[config.mk]
export PLATFORM = sky130hd
export DESIGN_NAME = tma_ctrl
export DESIGN_NICKNAME = d
export VERILOG_FILES = /design/src/sv/tma_pkg.sv /design/src/sv/tma_ctrl.sv
export SDC_FILE = /design/constraint.sdc
export NUM_CORES = 1
export LEC_CHECK = 0
export ABC_AREA = 1
export BUFFER_PORTS_ARGS = -buffer_cell sky130_fd_sc_hd__buf_2
export CORE_UTILIZATION = 51
export DETAILED_ROUTE_END_ITERATION = 10
export PLACE_DENSITY_LB_ADDON = 0.25
export SLEW_MARGIN = 20
export SYNTH_ARGS = -nofsm -noshare
export SYNTH_HDL_FRONTEND = slang
export SYNTH_SLANG_ARGS = --single-unit
export TNS_END_PERCENT = 100
[constraint.sdc]
create_clock -name clk -period 2.5 [get_ports clk]
set_input_delay 0.75 -clock clk [delete_from_list [all_inputs] [get_ports clk]]
set_output_delay 0.75 -clock clk [all_outputs]
set_load 0.02 [all_outputs]
[src/sv/tma_pkg.sv]
// Shared types and constants for the tensor mass operator block.
// No dependencies.
package tma_pkg;

  localparam int IDX_W       = 9;
  localparam int STORE_DEPTH = 512;
  localparam int BASIS_DEPTH = 64;
  localparam int BASIS_AW    = 6;
  localparam int DIM_W       = 4;
  localparam int GIDX_W      = 31;
  localparam int CFG_IDX_W   = 2;
  localparam int CFG_DATA_W  = 4;

  localparam int DEF_MAX_DOFS_1D  = 8;
  localparam int DEF_MAX_QUADS_1D = 8;

  // Item function codes
  localparam logic [2:0] FUNC_LOAD_BASIS  = 3'd0;
  localparam logic [2:0] FUNC_LOAD_DOF    = 3'd1;
  localparam logic [2:0] FUNC_LOAD_WEIGHT = 3'd2;
  localparam logic [2:0] FUNC_COMPUTE     = 3'd3;
  localparam logic [2:0] FUNC_READ        = 3'd4;

  // Configuration register indexes
  localparam logic [CFG_IDX_W-1:0] CFG_DOFS = 2'd0;
  localparam logic [CFG_IDX_W-1:0] CFG_QUADS = 2'd1;
  localparam logic [CFG_IDX_W-1:0] CFG_MAP  = 2'd2;

  // Contraction passes
  localparam logic [2:0] PASS_INTERP_X = 3'd0;
  localparam logic [2:0] PASS_INTERP_Y = 3'd1;
  localparam logic [2:0] PASS_INTERP_Z = 3'd2;
  localparam logic [2:0] PASS_PROJ_X   = 3'd3;
  localparam logic [2:0] PASS_PROJ_Y   = 3'd4;
  localparam logic [2:0] PASS_PROJ_Z   = 3'd5;

  typedef struct packed {
    logic [2:0]        func;
    logic [IDX_W-1:0]  index;
    logic signed [31:0] value;
    logic signed [31:0] gather_code;
  } tma_req_t;

  typedef struct packed {
    logic [IDX_W-1:0]  local_index;
    logic [GIDX_W-1:0] global_index;
    logic signed [31:0] result_value;
    logic              saturated;
  } tma_rsp_t;

  typedef struct packed {
    logic [DIM_W-1:0] d;
    logic [DIM_W-1:0] q;
    logic             map;
  } tma_dims_t;

  // Controller to datapath commands
  typedef struct packed {
    logic             mul;
    logic             acc;
    logic             fin;
    logic             wmul;
    logic             wfin;
    logic             wr;
    logic             clr;
    logic [IDX_W-1:0] clr_addr;
    logic [2:0]       pass;
    logic [DIM_W-1:0] a;
    logic [DIM_W-1:0] b;
    logic [DIM_W-1:0] c;
    logic [DIM_W-1:0] k;
  } tma_cmd_t;

endpackage

[src/sv/tma_ctrl.sv]
// Sequencer for the tensor mass operator: clear sweep and contraction loops.
// Depends on tma_pkg.
module tma_ctrl import tma_pkg::*; (
  input  logic      clk,
  input  logic      rst,
  input  logic      go,
  input  tma_dims_t dims,
  output tma_cmd_t  cmd,
  output logic      busy
);

  localparam logic [3:0] ST_CLEAR = 4'd0;
  localparam logic [3:0] ST_IDLE  = 4'd1;
  localparam logic [3:0] ST_ISSUE = 4'd2;
  localparam logic [3:0] ST_MUL   = 4'd3;
  localparam logic [3:0] ST_ACC   = 4'd4;
  localparam logic [3:0] ST_FIN   = 4'd5;
  localparam logic [3:0] ST_WMUL  = 4'd6;
  localparam logic [3:0] ST_WFIN  = 4'd7;
  localparam logic [3:0] ST_WRITE = 4'd8;

  logic [3:0]       state;
  logic [2:0]       pass;
  logic [DIM_W-1:0] a, b, c, k;
  logic [IDX_W:0]   clr_cnt;
  logic [DIM_W-1:0] na, nb, nc, nk;

  // Loop bounds of each pass
  always_comb begin
    case (pass)
      PASS_INTERP_X: begin na = dims.q; nb = dims.d; nc = dims.d; nk = dims.d; end
      PASS_INTERP_Y: begin na = dims.q; nb = dims.q; nc = dims.d; nk = dims.d; end
      PASS_INTERP_Z: begin na = dims.q; nb = dims.q; nc = dims.q; nk = dims.d; end
      PASS_PROJ_X:   begin na = dims.d; nb = dims.q; nc = dims.q; nk = dims.q; end
      PASS_PROJ_Y:   begin na = dims.d; nb = dims.d; nc = dims.q; nk = dims.q; end
      default:       begin na = dims.d; nb = dims.d; nc = dims.d; nk = dims.q; end
    endcase
  end

  always_ff @(posedge clk) begin
    if (rst) begin
      state   <= ST_CLEAR;
      clr_cnt <= '0;
      pass    <= PASS_INTERP_X;
      a <= '0; b <= '0; c <= '0; k <= '0;
    end else begin
      case (state)
        ST_CLEAR: begin
          clr_cnt <= clr_cnt + 1'b1;
          if (clr_cnt == (IDX_W+1)'(STORE_DEPTH - 1)) begin
            state <= ST_IDLE;
          end
        end
        ST_IDLE: begin
          if (go) begin
            state <= ST_ISSUE;
            pass  <= PASS_INTERP_X;
            a <= '0; b <= '0; c <= '0; k <= '0;
          end
        end
        ST_ISSUE: state <= ST_MUL;
        ST_MUL:   state <= ST_ACC;
        ST_ACC: begin
          if (k == nk - 1'b1) begin
            state <= ST_FIN;
          end else begin
            k     <= k + 1'b1;
            state <= ST_ISSUE;
          end
        end
        ST_FIN:  state <= (pass == PASS_INTERP_Z) ? ST_WMUL : ST_WRITE;
        ST_WMUL: state <= ST_WFIN;
        ST_WFIN: state <= ST_WRITE;
        ST_WRITE: begin
          // advance output element, then pass
          k     <= '0;
          state <= ST_ISSUE;
          if (a != na - 1'b1) begin
            a <= a + 1'b1;
          end else begin
            a <= '0;
            if (b != nb - 1'b1) begin
              b <= b + 1'b1;
            end else begin
              b <= '0;
              if (c != nc - 1'b1) begin
                c <= c + 1'b1;
              end else begin
                c <= '0;
                if (pass == PASS_PROJ_Z) begin
                  state <= ST_IDLE;
                end else begin
                  pass <= pass + 1'b1;
                end
              end
            end
          end
        end
        default: state <= ST_IDLE;
      endcase
    end
  end

  assign busy = (state != ST_IDLE);

  always_comb begin
    cmd          = '0;
    cmd.mul      = (state == ST_MUL);
    cmd.acc      = (state == ST_ACC);
    cmd.fin      = (state == ST_FIN);
    cmd.wmul     = (state == ST_WMUL);
    cmd.wfin     = (state == ST_WFIN);
    cmd.wr       = (state == ST_WRITE);
    cmd.clr      = (state == ST_CLEAR);
    cmd.clr_addr = clr_cnt[IDX_W-1:0];
    cmd.pass     = pass;
    cmd.a        = a;
    cmd.b        = b;
    cmd.c        = c;
    cmd.k        = k;
  end

endmodule

== After elaboration in Yosys (flattened, before gate mapping) ==
Index checks and enable logic that the tools add are counted.
W data, S select, Z words.

* Register bits: 33
* Input port bits: 12
* Output and inout port bits: 36
* Word-level logic and storage cells: 87

* Add/sub/neg operators: 10
* Equality and inequality tests: 26
* Multiplexer cells: 31
* Reduce and logical (&&, ||, !) cells: 13

{| class="wikitable"
|+ Operators by type and width
! operator !! count
|-
| $mux W4 || 15
|-
| $pmux W4 S9 || 1
|-
| $pmux W4 S2 || 3
|-
| $mux W3 || 6
|-
| $add A4 B1 Y4 const B || 4
|-
| $eq A4 B3 Y1 const B || 4
|-
| $sub A4 B1 Y4 const B || 4
|-
| $ne A2 B2 Y1 const B || 6
|-
| $ne A4 B4 Y1 || 3
|-
| $pmux W4 S3 || 1
|-
| $add A10 B1 Y10 const B || 1
|-
| $eq A10 B9 Y1 const B || 1
|-
| $reduce_or A3 Y1 || 3
|-
| $eq A4 B2 Y1 const B || 2
|-
| $mux W2 || 4
|-
| $eq A3 B2 Y1 const B || 2
|-
| $eq A3 B3 Y1 const B || 2
|-
| $pmux W3 S2 || 1
|-
| $reduce_and A3 Y1 || 2
|-
| $reduce_and A6 Y1 || 1
|-
| $eq A4 B1 Y1 const B || 1
|-
| $eq A4 B4 Y1 || 1
|-
| $eq A4 B4 Y1 const B || 1
|-
| $logic_not A4 Y1 || 1
|-
| 9 further kinds || 10
|}

== Depth between registers and ports, before layout ==
Gate-level depths: netlist of run 1.

* Depth in word-level cells: 9
* Mapped depth: 21
* Gate-level depth less buffers: 21

== Worst setup path before layout of run 1 ==
OpenSTA, ideal clock, no wires.

* Kind: register -> register
* From: reg pass[1]
* To: reg c[0]
* Arrival time: 2,495 ps
* Slack: -111 ps
* Cell stages (with the launch flop): 21
* Buffers on the path: 0
* Cells stage by stage: dfxtp_1 > inv_1 > ha_1 > inv_2 > nand2_2 > nand2_2 > nand2_1 > o21ai_2 > ha_1 > xnor2_1 > inv_1 > nand2_1 > nand3_1 > nor2_1 > nand3_1 > nand2_2 > nand3_4 > nand2_2 > o21ai_0 > o21ai_0 > inv_1

* Cells in the longest elaborated chain, start to end: 9
* Elaborated cells between the ends (all ways): 24
* Those cells by class: add/sub: 3; eq/ne: 9; mux: 7; reduce/logical: 5

{| class="wikitable"
|+ RTL lines
! item !! line !! RTL
|-
| from (decl) || tma_ctrl.sv:23 || <nowiki>logic [2:0] pass;</nowiki>
|-
| from (signal assigned) || tma_ctrl.sv:93 || <nowiki>pass <= pass + 1'b1;</nowiki>
|-
| $eq A3 B2 Y1 / $eq A3 B3 Y1 (equally long branches) || tma_ctrl.sv:30 || <nowiki>case (pass)</nowiki>
|-
| $reduce_or A3 Y1 (no source line) || n/a ||
|-
| $mux W4 || tma_ctrl.sv:30 ||
|-
| $sub A4 B1 Y4 || tma_ctrl.sv:86 || <nowiki>if (c != nc - 1'b1) begin</nowiki>
|-
| $ne A4 B4 Y1 || tma_ctrl.sv:86 ||
|-
| $mux W4 || tma_ctrl.sv:86 ||
|-
| $mux W4 || tma_ctrl.sv:82 || <nowiki>if (b != nb - 1'b1) begin</nowiki>
|-
| $mux W4 || tma_ctrl.sv:78 || <nowiki>if (a != na - 1'b1) begin</nowiki>
|-
| $pmux W4 S2 || tma_ctrl.sv:47 || <nowiki>case (state)</nowiki>
|-
| to (signal assigned) || tma_ctrl.sv:87 || <nowiki>c <= c + 1'b1;</nowiki>
|-
| to (decl) || tma_ctrl.sv:24 || <nowiki>logic [DIM_W-1:0] a, b, c, k;</nowiki>
|}

Parallel ways exist; a longest one is shown, timed or not. The select of a mux whose other input is x is not followed.
A chain may end at the register's enable or synchronous reset.

== Worst setup path after layout of run 1 ==
* From: reg pass[0]
* To: reg pass[1]

* Cells in the longest elaborated chain, start to end: 7
* Elaborated cells between the ends (all ways): 29
* Those cells by class: add/sub: 4; eq/ne: 12; mux: 8; reduce/logical: 5

{| class="wikitable"
|+ RTL lines
! item !! line
|-
| $eq A3 B2 Y1, or another cell as far along || tma_ctrl.sv:30
|-
| $reduce_or A3 Y1 (no source line) || n/a
|-
| $mux W4 || tma_ctrl.sv:30
|-
| $sub A4 B1 Y4 (on tied branches) || tma_ctrl.sv:86, tma_ctrl.sv:78, tma_ctrl.sv:82
|-
| $ne A4 B4 Y1 (on tied branches) || tma_ctrl.sv:86, tma_ctrl.sv:78, tma_ctrl.sv:82
|-
| $ne A2 B2 Y1 (no source line) || n/a
|-
| $reduce_and A6 Y1 (no source line) || n/a
|}

Parallel ways exist; a longest one is shown, timed or not. The select of a mux whose other input is x is not followed.

==> reports/qor.csv, run 1 <==
metric,value,unit
start_util,0.5425,
synth-main-ff-cell,dfxtp_1,
fp-row-count,25,
maxCapViolations,0,
vias,2835,
worstPathCellList,buf_12 -> ha_4 -> inv_4 -> nand2_4 -> nand2_4 -> nand2_1 -> o21ai_2 -> ha_2 -> xor2_1 -> nand3_2 -> nor2_2 -> nand3_2 -> nand2_2 -> nand3_4 -> nor2_4 -> nand2_1 -> nand2_1 -> nor2_1,
firstDrtPassIters,4,
cts-root-buf,clkbuf_8,
synth_top_area_share,0.2512,
hold_violations,0,
nets,504,
synth_warnings,0,
drtIter0Drc,156,
synth.area.top_cells,"dfxtp_1, nand2_1, nand3_1, inv_1, ha_1",
path_clk_slew,0.08,ns
yosysTopAreaCell,dfxtp_1,
crit_fanout,8,
portBuffers,46,
whs,0.4903,ns
grt_util_all_layers,0.2563,
yosys.area_share.adder,0.05709,
yosysMostFrequentCell,nand2_1,
min_path_type,flop to flop,
wire_per_inst,12.06,µm
critPathMaxStageDelay,0.36,ns
p_leak,1.622,nW
end_kind,flop,
worstSetupPathType,flop to flop,
die-area,5448,µm²
avgSynthCellArea,6.353,µm²
yosys-top-cells-count,"nand2_1, inv_1, nand3_1",
synthXorXnorAreaFrac,0.05661,
synthCells,414,
clock_skew,0.009197,ns
synthMuxAreaShare,0,
cts-buffers-inserted,5,
syn-num-nets,438,
crit_top_cell,nand2_1,
core_area,4848,µm²
crit_required,2.68,ns
outcome,"complete, no violations",
final_layout_size_suffix_gt1_frac,0.2744,
pwr_density_cell,330.4,nW/µm²
startpoint_type,flop,
fin_crit,2.463,ns
yosys.area_share.simple,0.4029,
h-tree-depth,2,
drt-total-wl,6611,µm
fp.dieW,73.81,µm
cts-hold-fix-buffers,0,
synth_edf_count,0,
dpl.hpwl,4869,µm
grt_pass1_vias,2592,
syn-cell-area,2630,µm²
fin_crit_sh,0.9853,
finalSetupViolCount,0,
ys_seq_area_frac,0.2512,
insertion_delay,0.29,ns
viasPerCell,5.173,
synth_cell_type_count,34,
max_freq,406.0,MHz
grt_max_degree,16,
grt_overflow,0,
fillers,440,
async_reset_ff_frac,0,
worst_path_max_delay_cell,dfxtp_4,
io_pins,48,
fin_area,3296,µm²
maxSlewViolCount,0,
maxSlewHeadroom,0.6490,
clock_sinks,33,
tightestPinTransition,0.5259,ns
grt_antenna_before_repair,0,
drc,0,
ant_nets,0,
cp_top_family,simple AND/OR/NAND/NOR gates,
synth_top_family_by_area,simple AND/OR/NAND/NOR gates,
peakVddDrop,0.0002296,V
rsz0062_at_grt,yes,
clock_path_buffers,2,
cp_data_arrival_time,2.65,ns
fin_setup_tns,0,ns
synth-seq-cells,33,
tritoncts,built,
num_antenna_cells,0,
area_delta_synth_final,25.31,%
gp_congestion,0.8455,
post_dp_cell_area,3017,µm²
die_height,73.81,µm
synth_compound_area_frac,0.1013,
grt_pass1_wl,10860,µm
crit_buf_inv,2,
[stage by stage]
| step | setup slack [ns] | utilization | power (W) | instances |
|---|---|---|---|---|
| global placement | -0.06800 | 0.6222 | 0.0006801 | 536 |
| floorplan | 0.01846 | - | 0.0006393 | 414 |
| global route | -0.1669 | 0.6797 | 0.001139 | 548 |
| finish | 0.03685 | 0.6797 | 0.001089 | 548 |
| detailed placement | -0.1307 | 0.6222 | 0.0006827 | 536 |
| CTS | 0.0005933 | 0.6508 | 0.001080 | 544 |
[sequential cells by signal (all words and copies together) (netlist names)]
signal / count
state: 4
c: 4
pass: 3
k: 4
b: 4
clr_cnt: 10
a: 4
[report_power, final]
group | internal, W | switching [W]
logic | 0.0000614 | 0.0000913
registers | 0.000527 | 0.00000402
clock network | 0.000192 | 0.000213
[kinds of logic after synthesis]
| kind of cell | Yosys count |
|---|---|
| adder cells (fa/ha/maj) | 12 |
| XOR/XNOR | 17 |
| flip-flops | 33 |
| AND/OR/NAND/NOR | 230 |
| buffers and inverters | 75 |
| AO/OA/AOI/OAI | 47 |
[layer usage]
layer	routed length, µm	part of all wire	vias up	track usage
li1	-	-	1453	-
met1	3027	0.46	1292	0.3203
met2	3206	0.48	83	0.4506
met3	310	0.047	7	0.03978
met4	66	0.010	0	0.07692
met5	0	0	-	0
[what timing repair did]
action,in CTS,in global routing
resized for setup,14,24
setup buffers,0,4
gates cloned,0,0
pin swaps,7,22
endpoints found under the setup margin,12,17
[worst min-delay path, cell delays in order, from the launching register on]
cell,delay [ns]
dfxtp_1,0.31
inv_1,0.08
a21oi_1,0.06
[area by class of cell]
type                    count  area, µm²  area share
flip-flops and latches     33      668.1      0.2027
repair buffers             75      464.2      0.1409
multi-input cells         306       1762      0.5345
inverters                  59      231.5     0.07024
clock inverters             3      17.52    0.005315
well taps                  67      83.83     0.02544
clock buffers               5      68.82     0.02088
[final timing paths]
kind / startpoint / to / slack (ns) / cells past startpoint
worst max-delay path: pass[0]$_SDFFE_PP0P_ / pass[1]$_SDFFE_PP0P_ / 0.04 / 18
worst min-delay path: clr_cnt[9]$_SDFFE_PP0P_ / clr_cnt[9]$_SDFFE_PP0P_ / 0.49 / 2
worst max register to register: pass[0]$_SDFFE_PP0P_ / pass[1]$_SDFFE_PP0P_ / 0.04 / 18
worst min register to register: clr_cnt[9]$_SDFFE_PP0P_ / clr_cnt[9]$_SDFFE_PP0P_ / 0.49 / 2
[cells in the final DEF, fill, tap and decap left out, types with 2 or more instances in the layout]
cell      instances
a21oi_1          22
buf_2            46
xnor2_1           3
nand3b_1          4
nand2_4           7
nand3_4           2
nand3_2           3
nand3_1          49
nand2_1         100
inv_2             3
ha_1              7
clkbuf_8          5
nand4_1           5
inv_1            53
nand2_2          10
clkinv_2          2
o21ai_0          12
nor2_1           33
o21ai_1           4
nor3_1            8
nor2_4            3
o21ai_2           5
dfxtp_1          31
nor2_2            3
dfxtp_4           2
inv_4             2
ha_4              4
buf_4            27
xor2_1           12
Power figures use the tool's default switching activity.
==> run 2, diff against run 1 <==
- ABC_AREA: 1 -> unset
- CORE_UTILIZATION: 51 -> 61
- clock period: 2.5 -> 3 ns (I/O delays scaled with it)
==> run 2 against run 1 <==
Critical path depth decreased by 5. Register-to-register slack improved by 0.09 ns. Clock skew shrank 0.0021 ns. Global-route usage grew 2.9 points. Largest cell class unchanged.
==> reports/qor.csv, run 2 <==
metric,value,unit
outcome,"complete, no violations",
viasPerCell,6.129,
nets,422,
synth_top_area_share,0.2402,
avgSynthCellArea,8.018,µm²
worst_path_max_delay_cell,or4_1,
cts-buffers-inserted,5,
fp.dieW,69.15,µm
grt_max_degree,30,
final_cell_mix,"buf_2, buf_4, dfxtp_1",
syn-num-nets,367,
rrSetupSlack,0.12,ns
hold_violations,0,
rsz0062_at_grt,yes,
maxCapViolations,0,
synth_warnings,0,
worstPathCellList,inv_1 -> ha_2 -> nor3_4 -> nor2_4 -> mux2i_4 -> ha_4 -> xor2_2 -> nand2_1 -> mux2i_2 -> a21oi_1 -> buf_4 -> or4_1 -> a211oi_2,
syn-cell-area,2750,µm²
crit_required,3.22,ns
grt_antenna_before_repair,0,
final_util,0.7664,
h-tree-depth,2,
ys_seq_area_frac,0.2402,
yosysTopAreaCell,dfxtp_1,
maxSlewViolCount,0,
worstSetupPathType,flop to flop,
critical_path.reg2reg.endpoint,b[3]$_SDFFE_PP0P_,
cts-hold-fix-buffers,0,
maxSlewHeadroom,0.6940,
pwr_density_cell,278.3,nW/µm²
synth.area.top_cells,"dfxtp_1, mux2i_1, ha_1, o21ai_0, xor2_1",
cp_data_arrival_time,3.09,ns
clock_sinks,33,
peakVddDrop,0.0002612,V
area_delta_synth_final,21.34,%
largest_reg_flops,10,
clock_path_buffers,2,
synth-main-ff-cell,dfxtp_1,
synth_edf_count,0,
hold_depth,2,
core_area,4354,µm²
grt_overflow,0,
synth-seq-cells,33,
die-area,4781,µm²
drt-total-wl,6885,µm
tritoncts,built,
grt_pass1_vias,2597,
drc,0,
firstDrtPassIters,4,
vias,2764,
dpl.hpwl,5005,µm
clock_skew,0.007101,ns
async_reset_ff_frac,0,
regMostFlops,clr_cnt,
num_antenna_cells,0,
cts-root-buf,clkbuf_8,
path_clk_slew,0.08,ns
ant_nets,0,
startpoint_type,flop,
whs,0.4965,ns
grt_pass1_wl,11350,µm
r2r_start,pass[0]$_SDFFE_PP0P_,
synthCells,343,
cp-endpoint,b[3]$_SDFFE_PP0P_,
crit_start,pass[0]$_SDFFE_PP0P_,
portBuffers,46,
gp_congestion,0.9305,
crit_fanout,11,
end_kind,flop,
critPathMaxStageDelay,0.41,ns
max_freq,347.5,MHz
wire_per_inst,15.27,µm
synth_cell_type_count,68,
power,0.0009287,W
fin_crit,2.878,ns
fp-row-count,24,
start_util,0.6316,
die_height,69.15,µm
final_layout_size_suffix_gt1_frac,0.3058,
min_path_type,flop to flop,
io_pins,48,
fin_crit_sh,0.9592,
yosys-top-cells-count,"dfxtp_1, nand2_1, nor2_1",
reg2regPathDepth,13,
insertion_delay,0.29,ns
fillers,339,
yosysMostFrequentCell,dfxtp_1,
tightestPinTransition,0.4590,ns
grt_util_all_layers,0.2856,
p_leak,1.438,nW
finalSetupViolCount,0,
drtIter0Drc,146,
layout_commonest_cell,buf_2,
-- run 2: power breakdown --
group	leakage (nW)	total, W	switching (W)	internal, W
registers	0.268	0.000444	0.00000412	0.000440
clock network	0.0407	0.000344	0.000181	0.000163
logic	1.13	0.000140	0.0000786	0.0000619
total	1.44	0.000929	0.000263	0.000666
-- run 2: timing repair --
item                       in CTS  in global routing
setup buffers                   0                  0
setup endpoints to repair       2                 13
pin swaps                       0                  1
resized for setup               1                 18
-- run 2: cell families (layout without fill, tap and decap cells) --
group / Yosys count / count (layout) / synth area share
adders and majority gates: 12 / 12 / 0.05459
xor gates and xnor gates: 18 / 18 / 0.05732
muxes: 19 / 19 / 0.07416
AOI/OAI and AO/OA: 88 / 88 / 0.2320
buffers and inverters: 41 / 97 / 0.07370
and+or+nand+nor: 132 / 132 / 0.2680
DFF: 33 / 33 / 0.2402
-- run 2: layer usage --
layer  wire length (µm)  global-route usage  vias up  part of all wire
li1                   -                   -     1371                 -
met1               2982              0.3449     1310              0.43
met2               3570              0.4995       71              0.52
met3                247             0.05263       12             0.036
met4                 84              0.1088        0             0.012
met5                  0                   0        -                 0
-- run 2: how the worst min path moves through the flow --
stage	startpoint	slack [ns]	endpoint
4_1_cts	clr_cnt[9]$_SDFFE_PP0P_	0.50	clr_cnt[9]$_SDFFE_PP0P_
2_1_floorplan	clr_cnt[9]$_SDFFE_PP0P_	0.45	clr_cnt[9]$_SDFFE_PP0P_
5_1_grt	clr_cnt[7]$_SDFFE_PP0P_	0.52	clr_cnt[7]$_SDFFE_PP0P_
3_5_place_dp	clr_cnt[9]$_SDFFE_PP0P_	0.49	clr_cnt[9]$_SDFFE_PP0P_
3_3_place_gp	clr_cnt[9]$_SDFFE_PP0P_	0.46	clr_cnt[9]$_SDFFE_PP0P_
6_report	clr_cnt[9]$_SDFFE_PP0P_	0.50	clr_cnt[9]$_SDFFE_PP0P_
-- run 2: through the flow --
stage	TNS [ns]	std cells	cell area (µm²)	worst slack, ns
floorplan	0	343	2759	0.009989
global placement	-0.03702	443	3141	-0.03279
detailed placement	-0.2190	443	3141	-0.08113
CTS	0	451	3233	0.02856
global route	-0.006696	451	3337	-0.005146
finish	0	451	3337	0.1224
-- run 2: final cells by class --
type,count,area [µm²],area share
timing repair buffer,80,485.5,0.1455
clock buffer,5,68.82,0.02062
inverter,9,33.78,0.01012
clock inverter,3,21.27,0.006374
tap,52,65.06,0.01950
sequential,33,665.6,0.1995
multi-input combinational,269,1997,0.5984
-- run 2: critical path: cells and delay by family (launching register included) --
kind	cells	cell delay [ns]
simple gates	4	0.79
fa+ha+maj	2	0.50
mux	2	0.42
flops	1	0.37
compound gates	2	0.31
buf+inv	2	0.27
xor+xnor	1	0.15
